## src/design/b64e_pkg.sv

```systemverilog
package b64e_pkg;

  localparam int LC_W = 7;
  localparam int LINE_LEN_DEF = 76;
  localparam int Q_DEPTH = 2;

  localparam logic [7:0] CHAR_CR  = 8'h0D;
  localparam logic [7:0] CHAR_LF  = 8'h0A;
  localparam logic [7:0] CHAR_PAD = 8'h3D;

  typedef struct packed {
    logic [3:0][7:0] chars;
    logic [1:0]      final_idx;
    logic            last;
  } job_t;

  function automatic logic [7:0] sextet_char(input logic [5:0] v);
    logic [7:0] c;
    if (v < 6'd26) begin
      c = 8'h41 + {2'b00, v};
    end else if (v < 6'd52) begin
      c = 8'h61 + {2'b00, v - 6'd26};
    end else if (v < 6'd62) begin
      c = 8'h30 + {2'b00, v - 6'd52};
    end else if (v == 6'd62) begin
      c = 8'h2B;
    end else begin
      c = 8'h2F;
    end
    return c;
  endfunction

endpackage

```

## src/design/b64e_front.sv

```systemverilog
module b64e_front
  import b64e_pkg::*;
(
  input  logic       clk,
  input  logic       rst_n,
  input  logic       accept,
  input  logic [7:0] data_byte,
  input  logic       end_of_message,
  output job_t       job
);

  logic [1:0] phase_r, phase_nxt;
  logic [3:0] lo_r, lo_nxt;

  always_comb begin
    job = '0;
    job.last = end_of_message;
    phase_nxt = phase_r;
    lo_nxt = lo_r;
    case (phase_r)
      2'd1: begin
        job.chars[0] = sextet_char({lo_r[1:0], data_byte[7:4]});
        if (end_of_message) begin
          job.chars[1] = sextet_char({data_byte[3:0], 2'b00});
          job.chars[2] = CHAR_PAD;
          job.final_idx = 2'd2;
        end
        phase_nxt = 2'd2;
        lo_nxt = data_byte[3:0];
      end
      2'd2: begin
        job.chars[0] = sextet_char({lo_r, data_byte[7:6]});
        job.chars[1] = sextet_char(data_byte[5:0]);
        job.final_idx = 2'd1;
        phase_nxt = 2'd0;
        lo_nxt = 4'd0;
      end
      default: begin
        job.chars[0] = sextet_char(data_byte[7:2]);
        if (end_of_message) begin
          job.chars[1] = sextet_char({data_byte[1:0], 4'b0000});
          job.chars[2] = CHAR_PAD;
          job.chars[3] = CHAR_PAD;
          job.final_idx = 2'd3;
        end
        phase_nxt = 2'd1;
        lo_nxt = {2'b00, data_byte[1:0]};
      end
    endcase
    if (end_of_message) begin
      phase_nxt = 2'd0;
      lo_nxt = 4'd0;
    end
  end

  always_ff @(posedge clk) begin
    if (!rst_n) begin
      phase_r <= 2'd0;
      lo_r <= 4'd0;
    end else if (accept) begin
      phase_r <= phase_nxt;
      lo_r <= lo_nxt;
    end
  end

endmodule

```

## src/design/b64e_queue.sv

```systemverilog
module b64e_queue
  import b64e_pkg::*;
(
  input  logic                         clk,
  input  logic                         rst_n,
  input  logic                         push,
  input  job_t                         din,
  output logic                         full,
  input  logic                         pop,
  output job_t                         dout,
  output logic                         valid,
  output logic [$clog2(Q_DEPTH+1)-1:0] count
);

  localparam int PW = $clog2(Q_DEPTH);
  localparam int CW = $clog2(Q_DEPTH + 1);

  job_t          mem_r [Q_DEPTH];
  logic [PW-1:0] wp_r, rp_r;
  logic [CW-1:0] cnt_r;

  assign full  = (cnt_r == CW'(Q_DEPTH));
  assign valid = (cnt_r != '0);
  assign dout  = mem_r[rp_r];
  assign count = cnt_r;

  always_ff @(posedge clk) begin
    if (push) begin
      mem_r[wp_r] <= din;
    end
  end

  always_ff @(posedge clk) begin
    if (!rst_n) begin
      wp_r <= '0;
      rp_r <= '0;
      cnt_r <= '0;
    end else begin
      if (push) begin
        wp_r <= (wp_r == PW'(Q_DEPTH - 1)) ? '0 : wp_r + 1'b1;
      end
      if (pop) begin
        rp_r <= (rp_r == PW'(Q_DEPTH - 1)) ? '0 : rp_r + 1'b1;
      end
      if (push && !pop) begin
        cnt_r <= cnt_r + 1'b1;
      end else if (pop && !push) begin
        cnt_r <= cnt_r - 1'b1;
      end
    end
  end

endmodule

```

## src/design/b64e_back.sv

```systemverilog
module b64e_back
  import b64e_pkg::*;
#(
  parameter int LINE_LEN = LINE_LEN_DEF
) (
  input  logic       clk,
  input  logic       rst_n,
  input  logic       line_breaks_on,
  input  job_t       job,
  input  logic       job_valid,
  output logic       job_pop,
  output logic       out_tvalid,
  input  logic       out_tready,
  output logic [7:0] out_tdata,
  output logic       out_tlast
);

  typedef enum logic [2:0] {
    ST_CHAR = 3'b001,
    ST_CR   = 3'b010,
    ST_LF   = 3'b100
  } state_t;

  state_t          state_r, state_nxt;
  logic [1:0]      idx_r, idx_nxt;
  logic [LC_W-1:0] lc_r, lc_nxt;
  logic            last_pend_r, last_pend_nxt;
  logic            vld_r, vld_nxt;
  logic [7:0]      char_r, char_nxt;
  logic            tlast_r, tlast_nxt;
  logic            slot_free, load, is_final, wrap;
  logic [LC_W-1:0] lc_inc;

  assign slot_free = !vld_r || out_tready;

  always_comb begin
    state_nxt = state_r;
    idx_nxt = idx_r;
    lc_nxt = lc_r;
    last_pend_nxt = last_pend_r;
    char_nxt = char_r;
    tlast_nxt = tlast_r;
    load = 1'b0;
    job_pop = 1'b0;
    is_final = (idx_r == job.final_idx);
    lc_inc = lc_r + 1'b1;
    wrap = line_breaks_on && (lc_inc == LC_W'(LINE_LEN));
    case (state_r)
      ST_CHAR: begin
        if (job_valid && slot_free) begin
          load = 1'b1;
          char_nxt = job.chars[idx_r];
          tlast_nxt = job.last && is_final && !wrap;
          if (line_breaks_on) begin
            lc_nxt = wrap ? '0 : lc_inc;
          end
          if (is_final) begin
            job_pop = 1'b1;
            idx_nxt = 2'd0;
            if (job.last) begin
              lc_nxt = '0;
            end
          end else begin
            idx_nxt = idx_r + 1'b1;
          end
          if (wrap) begin
            state_nxt = ST_CR;
            last_pend_nxt = job.last && is_final;
          end
        end
      end
      ST_CR: begin
        if (slot_free) begin
          load = 1'b1;
          char_nxt = CHAR_CR;
          tlast_nxt = 1'b0;
          state_nxt = ST_LF;
        end
      end
      ST_LF: begin
        if (slot_free) begin
          load = 1'b1;
          char_nxt = CHAR_LF;
          tlast_nxt = last_pend_r;
          state_nxt = ST_CHAR;
        end
      end
      default: begin
        state_nxt = ST_CHAR;
      end
    endcase
    if (load) begin
      vld_nxt = 1'b1;
    end else if (out_tready) begin
      vld_nxt = 1'b0;
    end else begin
      vld_nxt = vld_r;
    end
  end

  always_ff @(posedge clk) begin
    if (!rst_n) begin
      state_r <= ST_CHAR;
      idx_r <= 2'd0;
      lc_r <= '0;
      last_pend_r <= 1'b0;
      vld_r <= 1'b0;
    end else begin
      state_r <= state_nxt;
      idx_r <= idx_nxt;
      lc_r <= lc_nxt;
      last_pend_r <= last_pend_nxt;
      vld_r <= vld_nxt;
    end
  end

  always_ff @(posedge clk) begin
    char_r <= char_nxt;
    tlast_r <= tlast_nxt;
  end

  assign out_tvalid = vld_r;
  assign out_tdata  = char_r;
  assign out_tlast  = tlast_r;

endmodule

```

## src/design/base64_line_wrapping_encoder.sv

```systemverilog
// Base64 encoder with optional line wrapping. Each input transfer carries one
// message byte (in_tlast marks the final byte); each output transfer carries
// one ASCII character, with out_tlast on the final character of the message
// (the LF when a line break follows it). A byte is taken whenever the queue
// has room, and its characters (one to four, plus CR LF at a line end) leave
// at one per cycle from the output register while out_tready is high, so the
// output port sets the throughput. A two-entry queue separates byte
// intake from character output. With cfg_wdata = 1 (reset value) CR LF
// follows every LINE_LEN characters; write the register only while the
// block is idle.
module base64_line_wrapping_encoder
  import b64e_pkg::*;
#(
  parameter int LINE_LEN = LINE_LEN_DEF
) (
  input  logic       clk,
  input  logic       rst_n,
  input  logic       in_tvalid,
  output logic       in_tready,
  input  logic [7:0] in_tdata,   // [7:0] data_byte
  input  logic       in_tlast,   // end_of_message
  output logic       out_tvalid,
  input  logic       out_tready,
  output logic [7:0] out_tdata,  // [7:0] out_char
  output logic       out_tlast,  // last_char
  input  logic       cfg_we,
  input  logic       cfg_wdata   // line_breaks_on
);

  logic                         line_breaks_on_r;
  logic                         accept, q_full, q_valid, q_pop;
  job_t                         f_job, q_job;
  logic [$clog2(Q_DEPTH+1)-1:0] q_count;

  assign in_tready = !q_full;
  assign accept    = in_tvalid && in_tready;

  always_ff @(posedge clk) begin
    if (!rst_n) begin
      line_breaks_on_r <= 1'b1;
    end else if (cfg_we) begin
      line_breaks_on_r <= cfg_wdata;
    end
  end

  b64e_front u_front (
    .clk            (clk),
    .rst_n          (rst_n),
    .accept         (accept),
    .data_byte      (in_tdata),
    .end_of_message (in_tlast),
    .job            (f_job)
  );

  b64e_queue u_queue (
    .clk   (clk),
    .rst_n (rst_n),
    .push  (accept),
    .din   (f_job),
    .full  (q_full),
    .pop   (q_pop),
    .dout  (q_job),
    .valid (q_valid),
    .count (q_count)
  );

  b64e_back #(
    .LINE_LEN (LINE_LEN)
  ) u_back (
    .clk            (clk),
    .rst_n          (rst_n),
    .line_breaks_on (line_breaks_on_r),
    .job            (q_job),
    .job_valid      (q_valid),
    .job_pop        (q_pop),
    .out_tvalid     (out_tvalid),
    .out_tready     (out_tready),
    .out_tdata      (out_tdata),
    .out_tlast      (out_tlast)
  );

  a_reset_idle: assert property (@(posedge clk) !rst_n |=> !out_tvalid)
    else $error("output valid right after reset");

  a_cr_then_lf: assert property (@(posedge clk) disable iff (!rst_n)
    out_tvalid && out_tready && out_tdata == CHAR_CR |=> out_tvalid && out_tdata == CHAR_LF)
    else $error("CR not followed by LF");

  a_queue_bound: assert property (@(posedge clk) disable iff (!rst_n)
    q_count <= ($clog2(Q_DEPTH+1))'(Q_DEPTH))
    else $error("queue overflow");

endmodule
```

## config.mk

```make
export PLATFORM = sky130hd
export DESIGN_NAME = base64_line_wrapping_encoder
export DESIGN_NICKNAME = d
export VERILOG_FILES = /design/src/design/b64e_pkg.sv /design/src/design/b64e_front.sv /design/src/design/b64e_queue.sv /design/src/design/b64e_back.sv /design/src/design/base64_line_wrapping_encoder.sv
export SDC_FILE = /design/constraint.sdc
export NUM_CORES = 1
export LEC_CHECK = 0
export BUFFER_PORTS_ARGS = -buffer_cell sky130_fd_sc_hd__buf_2
export CORE_AREA = 4 4 117 119
export CTS_BUF_LIST = sky130_fd_sc_hd__clkbuf_16
export CTS_CLUSTER_DIAMETER = 150
export DETAILED_ROUTE_END_ITERATION = 10
export DIE_AREA = 0 0 121 123
export GPL_TIMING_DRIVEN = 0
export PLACE_DENSITY = 0.77
export SYNTH_ARGS = -nofsm -noshare
export SYNTH_HDL_FRONTEND = slang
export SYNTH_HIERARCHICAL = 1
export SYNTH_SLANG_ARGS = --single-unit
```

## constraint.sdc

```tcl
create_clock -name clk -period 3.24 [get_ports clk]
set_clock_uncertainty 0.1 [all_clocks]
set_input_delay 0.486 -clock clk [delete_from_list [all_inputs] [get_ports clk]]
set_output_delay 0.486 -clock clk [all_outputs]
set_load 0.1 [all_outputs]
```

==> flow_summary.ini, run 1 <==
[detailed_routing]
wl_per_cell_um = 17.5
finalWirelength_mm = 15.9
vias_per_cell = 5.86
dr.pass1.iters = 5
vias = 5305
drc = 0
drtIter0Drc = 379
ant_nets = 0

[worst_setup_path]
start_kind = primary input
criticalPathCategory = in2reg
arrival_ns = 2.85
cp.required_ns = 3.17
crit_fanout = 9
worst_path_largest_cell_delay_ns = 0.42
endpoint_kind = flip-flop
worstPathCellList = buf_2, clkbuf_1, inv_1, ha_1, xor2_1, nor3b_1, a21oi_1, o311ai_0, o21ai_0
critPathSlowestCell = clkbuf_1

[floorplanning]
core_um2 = 12600
rows = 41
dieArea_um2 = 14900
die_h_um = 123
initial_core_util = 0.570
io_pins = 26
die_w_um = 121

[place]
dp.cells = 890
hpwlAfterDp_mm = 11.8
gp_congestion = 0.953
dp_slack_ns = -0.144
place_area_um2 = 7550
port_buffers = 24

[sta]
max_clock_freq_mhz = 342
worst_pin_slew_ns = 0.851
hold_viol = 0
slew_headroom = 0.433
fin_ws_ns = 0.318
finalSetupTns_ns = 0
min_period_ns = 2.92
finalMaxSlewViolations = 0
timing.final.crit_share = 0.902
holdWs_ns = 0.232
setup_viol = 0
rsz0062_at_grt = no

[flow_run]
maxCapViolCount = 0

[layout]
final_util = 0.623
syn_to_final_growth_pct = 9.22
diodes = 0
drive_above_1_share = 0.187
seqCellArea_um2 = 2890
nets = 789
multiInputGateArea_um2 = 3910
fin_cells = 905
fin_area_um2 = 7830
fillers = 1033

[power]
power.density_nw_per_um2 = 628
peakVddDrop_mv = 0.275
fin_total_pwr_mw = 4.92
p_leak_nw = 2.99

[synth]
ys_seq_area_frac = 0.404
ys_types = 79
synth_cells = 688
synth_top_area_frac = 0.331
ys_ff_latch = 105
async_reset_ff_frac = 0
synth_common_cells = 79 x edfxtp_1, 46 x ha_1, 46 x nand2_1
ys_warn_count = 6
ys.flop_type = edfxtp_1
post-synth-top-area-cell = edfxtp_1
synth_edf_count = 79
postSynthAreaPerCell_um2 = 10.4
yosysMostFrequentCell = edfxtp_1
synth_area_leaders = edfxtp_1 33%, ha_1 8.0%, dfxtp_1 7.3%
syn-cell-area_um2 = 7170

[clock_network]
clock_sinks = 105
cts_max_level = 3
holdBufCountCts = 0
cts_resized = 0
cts.clk_slew.worst_paths_ns = 0.06
cts_buffers = 9
cts_tree = built
clk_latency_ns = 0.34
cts_max_path_buffers = 2
cts_setup_buffers = 0
cts_root_buf = clkbuf_16

[grt]
grt_pass1_wl_mm = 26.1
antenna_found_initial = 0
grt.busiest_layer = met2
use_met3 = 0.0224
grt_use_total = 0.221
grt_overflow = 0
grt_pass1_vias = 5188
gr-usage-met1 = 0.287
grt_max_degree = 36
met2_usage = 0.389

[min_path]
hp-class = in2reg

[outcome]
status = finished, final reports clean
==> sequential cells by signal (all words and copies together), names as in the netlist, named ones only <==
signal and count:
u_queue/mem_r 70, u_front/lo_r 4, line_breaks_on_r 1, u_queue/count 2, u_queue/wp_r 1, u_back/out_tvalid 1, u_back/state_r 3, u_back/last_pend_r 1
u_back/idx_r 2, u_back/out_tdata 8, u_front/phase_r 2, u_queue/rp_r 1, u_back/out_tlast 1, u_back/lc_r 7
==> final cells by class <==
cell class,count,share of cell area
inverters,21,0.0101
repair buffers,25,0.0179
well taps,172,0.0275
flip-flops and latches,105,0.370
plain buffers,53,0.0401
multi-input cells,513,0.499
clock inverters,7,0.00719
clock buffers,9,0.0288
==> where the power goes <==
| part | switching (mW) | leakage [nW] | internal, mW | total [mW] |
|---|---|---|---|---|
| logic | 1.32 | 1.89 | 0.747 | 2.06 |
| registers | 0.0812 | 0.958 | 1.76 | 1.84 |
| clock network | 0.428 | 0.144 | 0.585 | 1.01 |
==> path summary, 6_finish.rpt <==
path                                      start              endpoint  slack [ns]  cells past startpoint
worst max-delay path                in_tdata[1]  u_queue/mem_r[0][17]        0.32                      9
worst min-delay path                   in_tlast   u_queue/mem_r[1][0]        0.23                      1
worst max register to register  u_front/lo_r[0]   u_queue/mem_r[0][8]        0.34                      9
worst min register to register   u_back/lc_r[5]        u_back/lc_r[5]        0.41                      2
==> critical path, delay by kind of cell <==
| kind | cells | cell delay (ns) |
|---|---|---|
| AOI/OAI and AO/OA | 3 | 0.77 |
| adders and majority gates | 1 | 0.29 |
| and+or+nand+nor | 1 | 0.34 |
| buffers and inverters | 3 | 0.78 |
| xor gates and xnor gates | 1 | 0.17 |
==> kinds of logic after synthesis <==
logic type / Yosys count / share of synthesized area
AND/OR/NAND/NOR: 201 / 0.154
AO/OA/AOI/OAI: 160 / 0.150
flip-flops: 105 / 0.404
buffers and inverters: 75 / 0.0553
XOR/XNOR: 51 / 0.0660
multiplexers: 49 / 0.0894
adder cells (fa/ha/maj): 46 / 0.0803
other: 1 / 0.000523
==> placed cells by master, fill, tap and decap left out, types with 6 or more instances in the layout <==
master and instances:
a211oi_1 9, a21o_1 9, a21oi_1 43, a31oi_1 8, and2_1 9, and3_1 9
buf_2 32, buf_4 18, clkbuf_1 21, clkbuf_16 9, conb_1 6, dfxtp_1 26
edfxtp_1 79, ha_1 46, inv_1 23, mux2_2 36, mux4_2 8, nand2_1 46
nand2b_1 18, nand3_1 18, nor2_1 38, nor2b_1 17, nor3_1 8, o21ai_0 29
xnor2_1 29, xor2_1 20
==> layer usage <==
metal  part of all wire  vias up
met3              0.037       20
met1               0.44     2571
met5                  0        -
li1                   -     2575
met4              0.018        0
met2               0.51      139
Note: power is estimated with default switching activity, not from simulation.
==> run 2, diff against run 1 <==
==> constraint.sdc (replaced) <==
create_clock -name clk -period 2.6 [get_ports clk]
set_clock_uncertainty 0.1 [all_clocks]
set_input_delay 0.39 -clock clk [delete_from_list [all_inputs] [get_ports clk]]
set_output_delay 0.39 -clock clk [all_outputs]
set_load 0.1 [all_outputs]
==> run 2 against run 1 <==
Against the previous run: sequential cell count is the same; die area unchanged; wire length decreased by 0.20%; utilization rose by 1.5 points; combinational power increased by 28%; worst setup slack worse by 0.24 ns; sequential share of layout area down 0.81 points; clock power up 36%; critical endpoint is now u_back/lc_r[2]; largest cell class unchanged; largest power group unchanged; highest routed layer unchanged.
==> flow_summary.ini, run 2 (synthesized netlist as in run 1, its figures left out) <==
[layout]
most-common-layout-cells = 79 x edfxtp_1, 46 x nand2_1, 43 x ha_1
multiInputGateArea_um2 = 3980
fin_cells = 911
layout_commonest_cell = edfxtp_1
diodes = 0
fin_area_um2 = 8020
top_register = u_queue/mem_r
syn_to_final_growth_pct = 11.9
nets = 795
final_util = 0.638
seqCellArea_um2 = 2900
fillers = 987
drive_above_1_share = 0.222
largest_register_ffs = 70

[power]
internal_power_mw = 3.99
power.density_nw_per_um2 = 786
combPwrFrac = 0.418
seqPwrFrac = 0.364
peakVddDrop_mv = 0.346
clkPwrFrac = 0.218
p_leak_nw = 3.07
switching_share = 0.367
p_sw_mw = 2.31

[detailed_routing]
vias_per_cell = 5.85
finalWirelength_mm = 15.8
ant_nets = 0
vias = 5333
drtIter0Drc = 411
wl_per_cell_um = 17.4
dr.pass1.iters = 5
drc = 0

[place]
gp_congestion = 0.958
dp.cells = 890
port_buffers = 24
place_area_um2 = 7550
dp_slack_ns = -0.709
hpwlAfterDp_mm = 11.7

[clock_network]
cts_buffers = 9
cts_root_buf = clkbuf_16
holdBufCountCts = 0
cts_tree = built
cts.clk_slew.worst_paths_ns = 0.06
clk_latency_ns = 0.34
cts_max_level = 3
clock_sinks = 105
cts_max_path_buffers = 2

[floorplanning]
die_h_um = 123
initial_core_util = 0.570
rows = 41
die_w_um = 121
io_pins = 26
dieArea_um2 = 14900
core_um2 = 12600

[sta]
worst_pin_slew_ns = 0.858
slew_headroom = 0.428
min_period_ns = 2.52
fin_ws_ns = 0.0794
finalMaxSlewViolations = 0
rsz0062_at_grt = yes
timing.final.crit_share = 0.969
max_clock_freq_mhz = 397
setup_viol = 0
hold_viol = 0
finalSetupTns_ns = 0

[worst_setup_path]
crit_fanout = 10
cp.required_ns = 2.73
criticalPathCategory = reg2reg
start_kind = flip-flop
reg2reg_depth = 8
arrival_ns = 2.65
endpoint_kind = flip-flop

[grt]
grt_use_total = 0.217
antenna_found_initial = 0
grt_max_degree = 36
grt_overflow = 0
grt_pass1_wl_mm = 25.7
grt_pass1_vias = 5086

[flow_run]
maxCapViolCount = 0

[min_path]
hp-class = in2reg
min_path_cells = 1

[outcome]
status = finished, final reports clean
==> run 2: cell types whose count changed in the layout (fill, tap and decap cells not counted), sizes merged <==
cell / previous run / this run
clkbuf: 30 / 29
clkinvlp: 1 / 3
clkinv: 2 / 0
bufinv: 1 / 2
inv: 24 / 23
buf: 57 / 64
==> run 2: path summary, 6_finish.rpt <==
check	start	slack [ns]	endpoint
setup reg to reg	flip-flop	0.08	u_back/lc_r[2]
setup / recovery	flip-flop	0.08	u_back/lc_r[2]
hold / removal	in_tlast	0.13	u_queue/mem_r[0][0]
hold reg to reg	u_queue/count[1]	0.41	u_queue/count[1]
==> run 2: power by group through the flow <==
stage / registers [mW] / logic [mW] / clock network, mW
after floorplan: 2.86 / 1.52 / 0
after global placement: 2.32 / 2.49 / 0
after detailed placement: 2.33 / 2.55 / 0
after CTS: 2.30 / 2.58 / 1.40
after global routing: 2.32 / 2.83 / 1.48
final: 2.29 / 2.63 / 1.37
==> run 2: stage by stage <==
stage | hold WS, ns | power, mW
finish | 0.131 | 6.30
global route | 0.118 | 6.63
CTS | 0.116 | 6.28
detailed placement | 0.390 | 4.88
global placement | 0.375 | 4.81
floorplan | 0.352 | 4.38
==> run 2: final cells by class <==
class	count	share of cell area
plain buffers	52	0.0427
clock buffers	9	0.0281
clock inverters	7	0.00998
inverters	21	0.0108
multi-input cells	513	0.496
flip-flops and latches	105	0.361
well taps	172	0.0268
repair buffers	32	0.0240
==> run 2: worst max-delay path, stage by stage (launching register included) <==
cell and delay, ns:
dfxtp_1 0.30, buf_4 0.19, buf_6 0.19, mux2_2 0.37, xor2_2 0.19, nor3b_4 0.35
nand2b_2 0.23, nor3_1 0.09, a221o_1 0.38
==> run 2: routing by layer <==
metal	GRT usage	vias up	part of all wire
met1	0.288	2597	0.44
met4	0.0581	0	0.013
met3	0.0256	16	0.039
li1	-	2572	-
met2	0.379	148	0.51
met5	0	-	0
==> run 2: timing repair <==
item                                    4_1_cts  5_1_grt
setup buffers                                 0        7
resized for setup                            15       25
cloned                                        0        0
pin swaps                                     0        3
endpoints found under the setup margin       31       27
==> run 3, diff against run 2 <==
--- a/config.mk
+++ b/config.mk
@@ -6,13 +6,14 @@
 export NUM_CORES = 1
 export LEC_CHECK = 0
 export BUFFER_PORTS_ARGS = -buffer_cell sky130_fd_sc_hd__buf_2
-export CORE_AREA = 4 4 117 119
+export CORE_AREA = 4 4 111 113
 export CTS_BUF_LIST = sky130_fd_sc_hd__clkbuf_16
 export CTS_CLUSTER_DIAMETER = 150
 export DETAILED_ROUTE_END_ITERATION = 10
-export DIE_AREA = 0 0 121 123
+export DIE_AREA = 0 0 115 117
 export GPL_TIMING_DRIVEN = 0
-export PLACE_DENSITY = 0.77
+export PLACE_DENSITY = 0.81
+export SLEW_MARGIN = 15
 export SYNTH_ARGS = -nofsm -noshare
 export SYNTH_HDL_FRONTEND = slang
 export SYNTH_HIERARCHICAL = 1
==> constraint.sdc (replaced) <==
create_clock -name clk -period 3.1 [get_ports clk]
set_clock_uncertainty 0.1 [all_clocks]
set_input_delay 0.465 -clock clk [delete_from_list [all_inputs] [get_ports clk]]
set_output_delay 0.465 -clock clk [all_outputs]
set_load 0.1 [all_outputs]
==> run 3 against run 2 <==
Against the previous run: maximum frequency down 15%; first-iteration DRC count up 47%; worst hold slack better by 0.082 ns; wire length up 3.7%; combinational power down 16%; die area down 9.6%; clock power down 23%; sequential power down 16%; sequential cell count unchanged; critical path depth up 1; sequential share of layout area up 0.84 points; critical endpoint is now u_queue/mem_r[0][10]; largest cell class unchanged.
==> flow_summary.ini, run 3 (synthesized netlist as in run 1, its figures left out) <==
[power]
peakVddDrop_mv = 0.842
power.density_nw_per_um2 = 663
p_leak_nw = 3.01

[layout]
syn_to_final_growth_pct = 9.13
fin_area_um2 = 7820
layout_commonest_cell = edfxtp_1
diodes = 0
most-common-layout-cells = 79 x edfxtp_1, 46 x nand2_1, 46 x ha_1
largest_register_ffs = 70
top_register = u_queue/mem_r
fin_cells = 876
nets = 789
drive_above_1_share = 0.194

[worst_setup_path]
crit_fanout = 10
cp.required_ns = 3.04
worstPathCellList = buf_2, inv_1, ha_1, a21oi_1, xnor2_1, nand3_1, a31oi_1, a311oi_1, a21oi_1
reg2reg_depth = 9
endpoint_kind = flip-flop
cpMostUsedCell = a21oi_1
worst_path_largest_cell_delay_ns = 0.48
start_kind = flip-flop
criticalPathCategory = reg2reg
arrival_ns = 2.92
critPathSlowestCell = a21oi_1
worst-r2r-setup-slack_ns = 0.13

[clock_network]
cts_max_level = 3
cts_max_path_buffers = 2
cts_root_buf = clkbuf_16
cts_setup_buffers = 0
cts_tree = built
cts.clk_slew.worst_paths_ns = 0.06
clock_sinks = 105
clk_latency_ns = 0.35
cts_buffers = 9

[grt]
grt_pass1_wl_mm = 26.8
grt_overflow = 0
grt_use_total = 0.256
antenna_found_initial = 0
grt_pass1_vias = 5246
grt_max_degree = 35

[floorplanning]
dieArea_um2 = 13500
die_w_um = 115
die_h_um = 117
io_pins = 26
initial_core_util = 0.633
rows = 39
core_um2 = 11300

[sta]
finalMaxSlewViolations = 0
rsz0062_at_grt = no
holdWs_ns = 0.213
slew_headroom = 0.515
worst_pin_slew_ns = 0.724
setup_viol = 0
max_clock_freq_mhz = 336
fin_ws_ns = 0.125
timing.final.crit_share = 0.960
min_period_ns = 2.97
hold_viol = 0

[place]
place_area_um2 = 7540
gp_congestion = 0.947
port_buffers = 24
dp.cells = 862
hpwlAfterDp_mm = 12.4
dp_slack_ns = -0.366

[min_path]
min_path_cells = 1
hp-class = in2reg

[detailed_routing]
ant_nets = 0
vias_per_cell = 6.08
vias = 5322
dr.pass1.iters = 5
wl_per_cell_um = 18.7
finalWirelength_mm = 16.4
drc = 0
drtIter0Drc = 603

[outcome]
status = finished, final reports clean

[flow_run]
maxCapViolCount = 0
==> run 3: cell count changes in the layout (fill, tap and decap cells not counted), sizes merged <==
cell	change
inv	+4
clkinvlp	-3
buf	-6
clkbuf	+1
bufinv	-2
==> run 3: repair_timing <==
item                                   CTS  global route
hold buffers                             0             0
setup endpoints to repair                2             6
resized for setup                        0             3
endpoints found under the hold margin    0             0
==> run 3: path summary, 6_finish.rpt <==
kind                   startpoint              endpoint
setup / recovery  u_front/lo_r[0]  u_queue/mem_r[0][10]
hold / removal           in_tlast   u_queue/mem_r[1][0]
hold reg to reg    u_back/lc_r[6]        u_back/lc_r[6]
setup reg to reg  u_front/lo_r[0]  u_queue/mem_r[0][10]
==> run 3: cell type report <==
cell class,instances,area [um2]
clock inverter,6,32.5
buffer,52,312
fill,852,3500
inverter,21,78.8
tap,143,179
multi-input combinational,513,3910
clock buffer,10,250
timing repair buffer,26,168
sequential,105,2890
==> run 3: metrics by stage <==
| step | utilization | setup TNS, ns | total power [mW] |
|---|---|---|---|
| after CTS | 0.691 | 0 | 5.21 |
| after detailed placement | 0.666 | -2.81 | 4.14 |
| final | 0.691 | 0 | 5.19 |
| after global placement | 0.661 | -29.35 | 4.03 |
| after floorplan | - | 0 | 3.67 |
| after global routing | 0.691 | 0 | 5.44 |
==> run 3: routing by layer <==
| layer | global-route usage | part of all wire |
|---|---|---|
| met1 | 0.334 | 0.43 |
| met2 | 0.454 | 0.51 |
| met3 | 0.0226 | 0.046 |
| met4 | 0.0790 | 0.013 |
| met5 | 0 | 0 |
==> run 3: report_power, final <==
group	total (mW)	switching, mW	internal (mW)
clock network	1.06	0.476	0.588
registers	1.93	0.0864	1.84
logic	2.20	1.41	0.793
total	5.19	1.97	3.22
==> run 3: worst max-delay path, delay by kind of cell (launching register included) <==
| kind | cells | cell delay (ns) |
|---|---|---|
| xor gates and xnor gates | 1 | 0.12 |
| and+or+nand+nor | 1 | 0.10 |
| DFF | 1 | 0.46 |
| adders and majority gates | 1 | 0.24 |
| buffers and inverters | 2 | 0.44 |
| AOI/OAI and AO/OA | 4 | 1.23 |
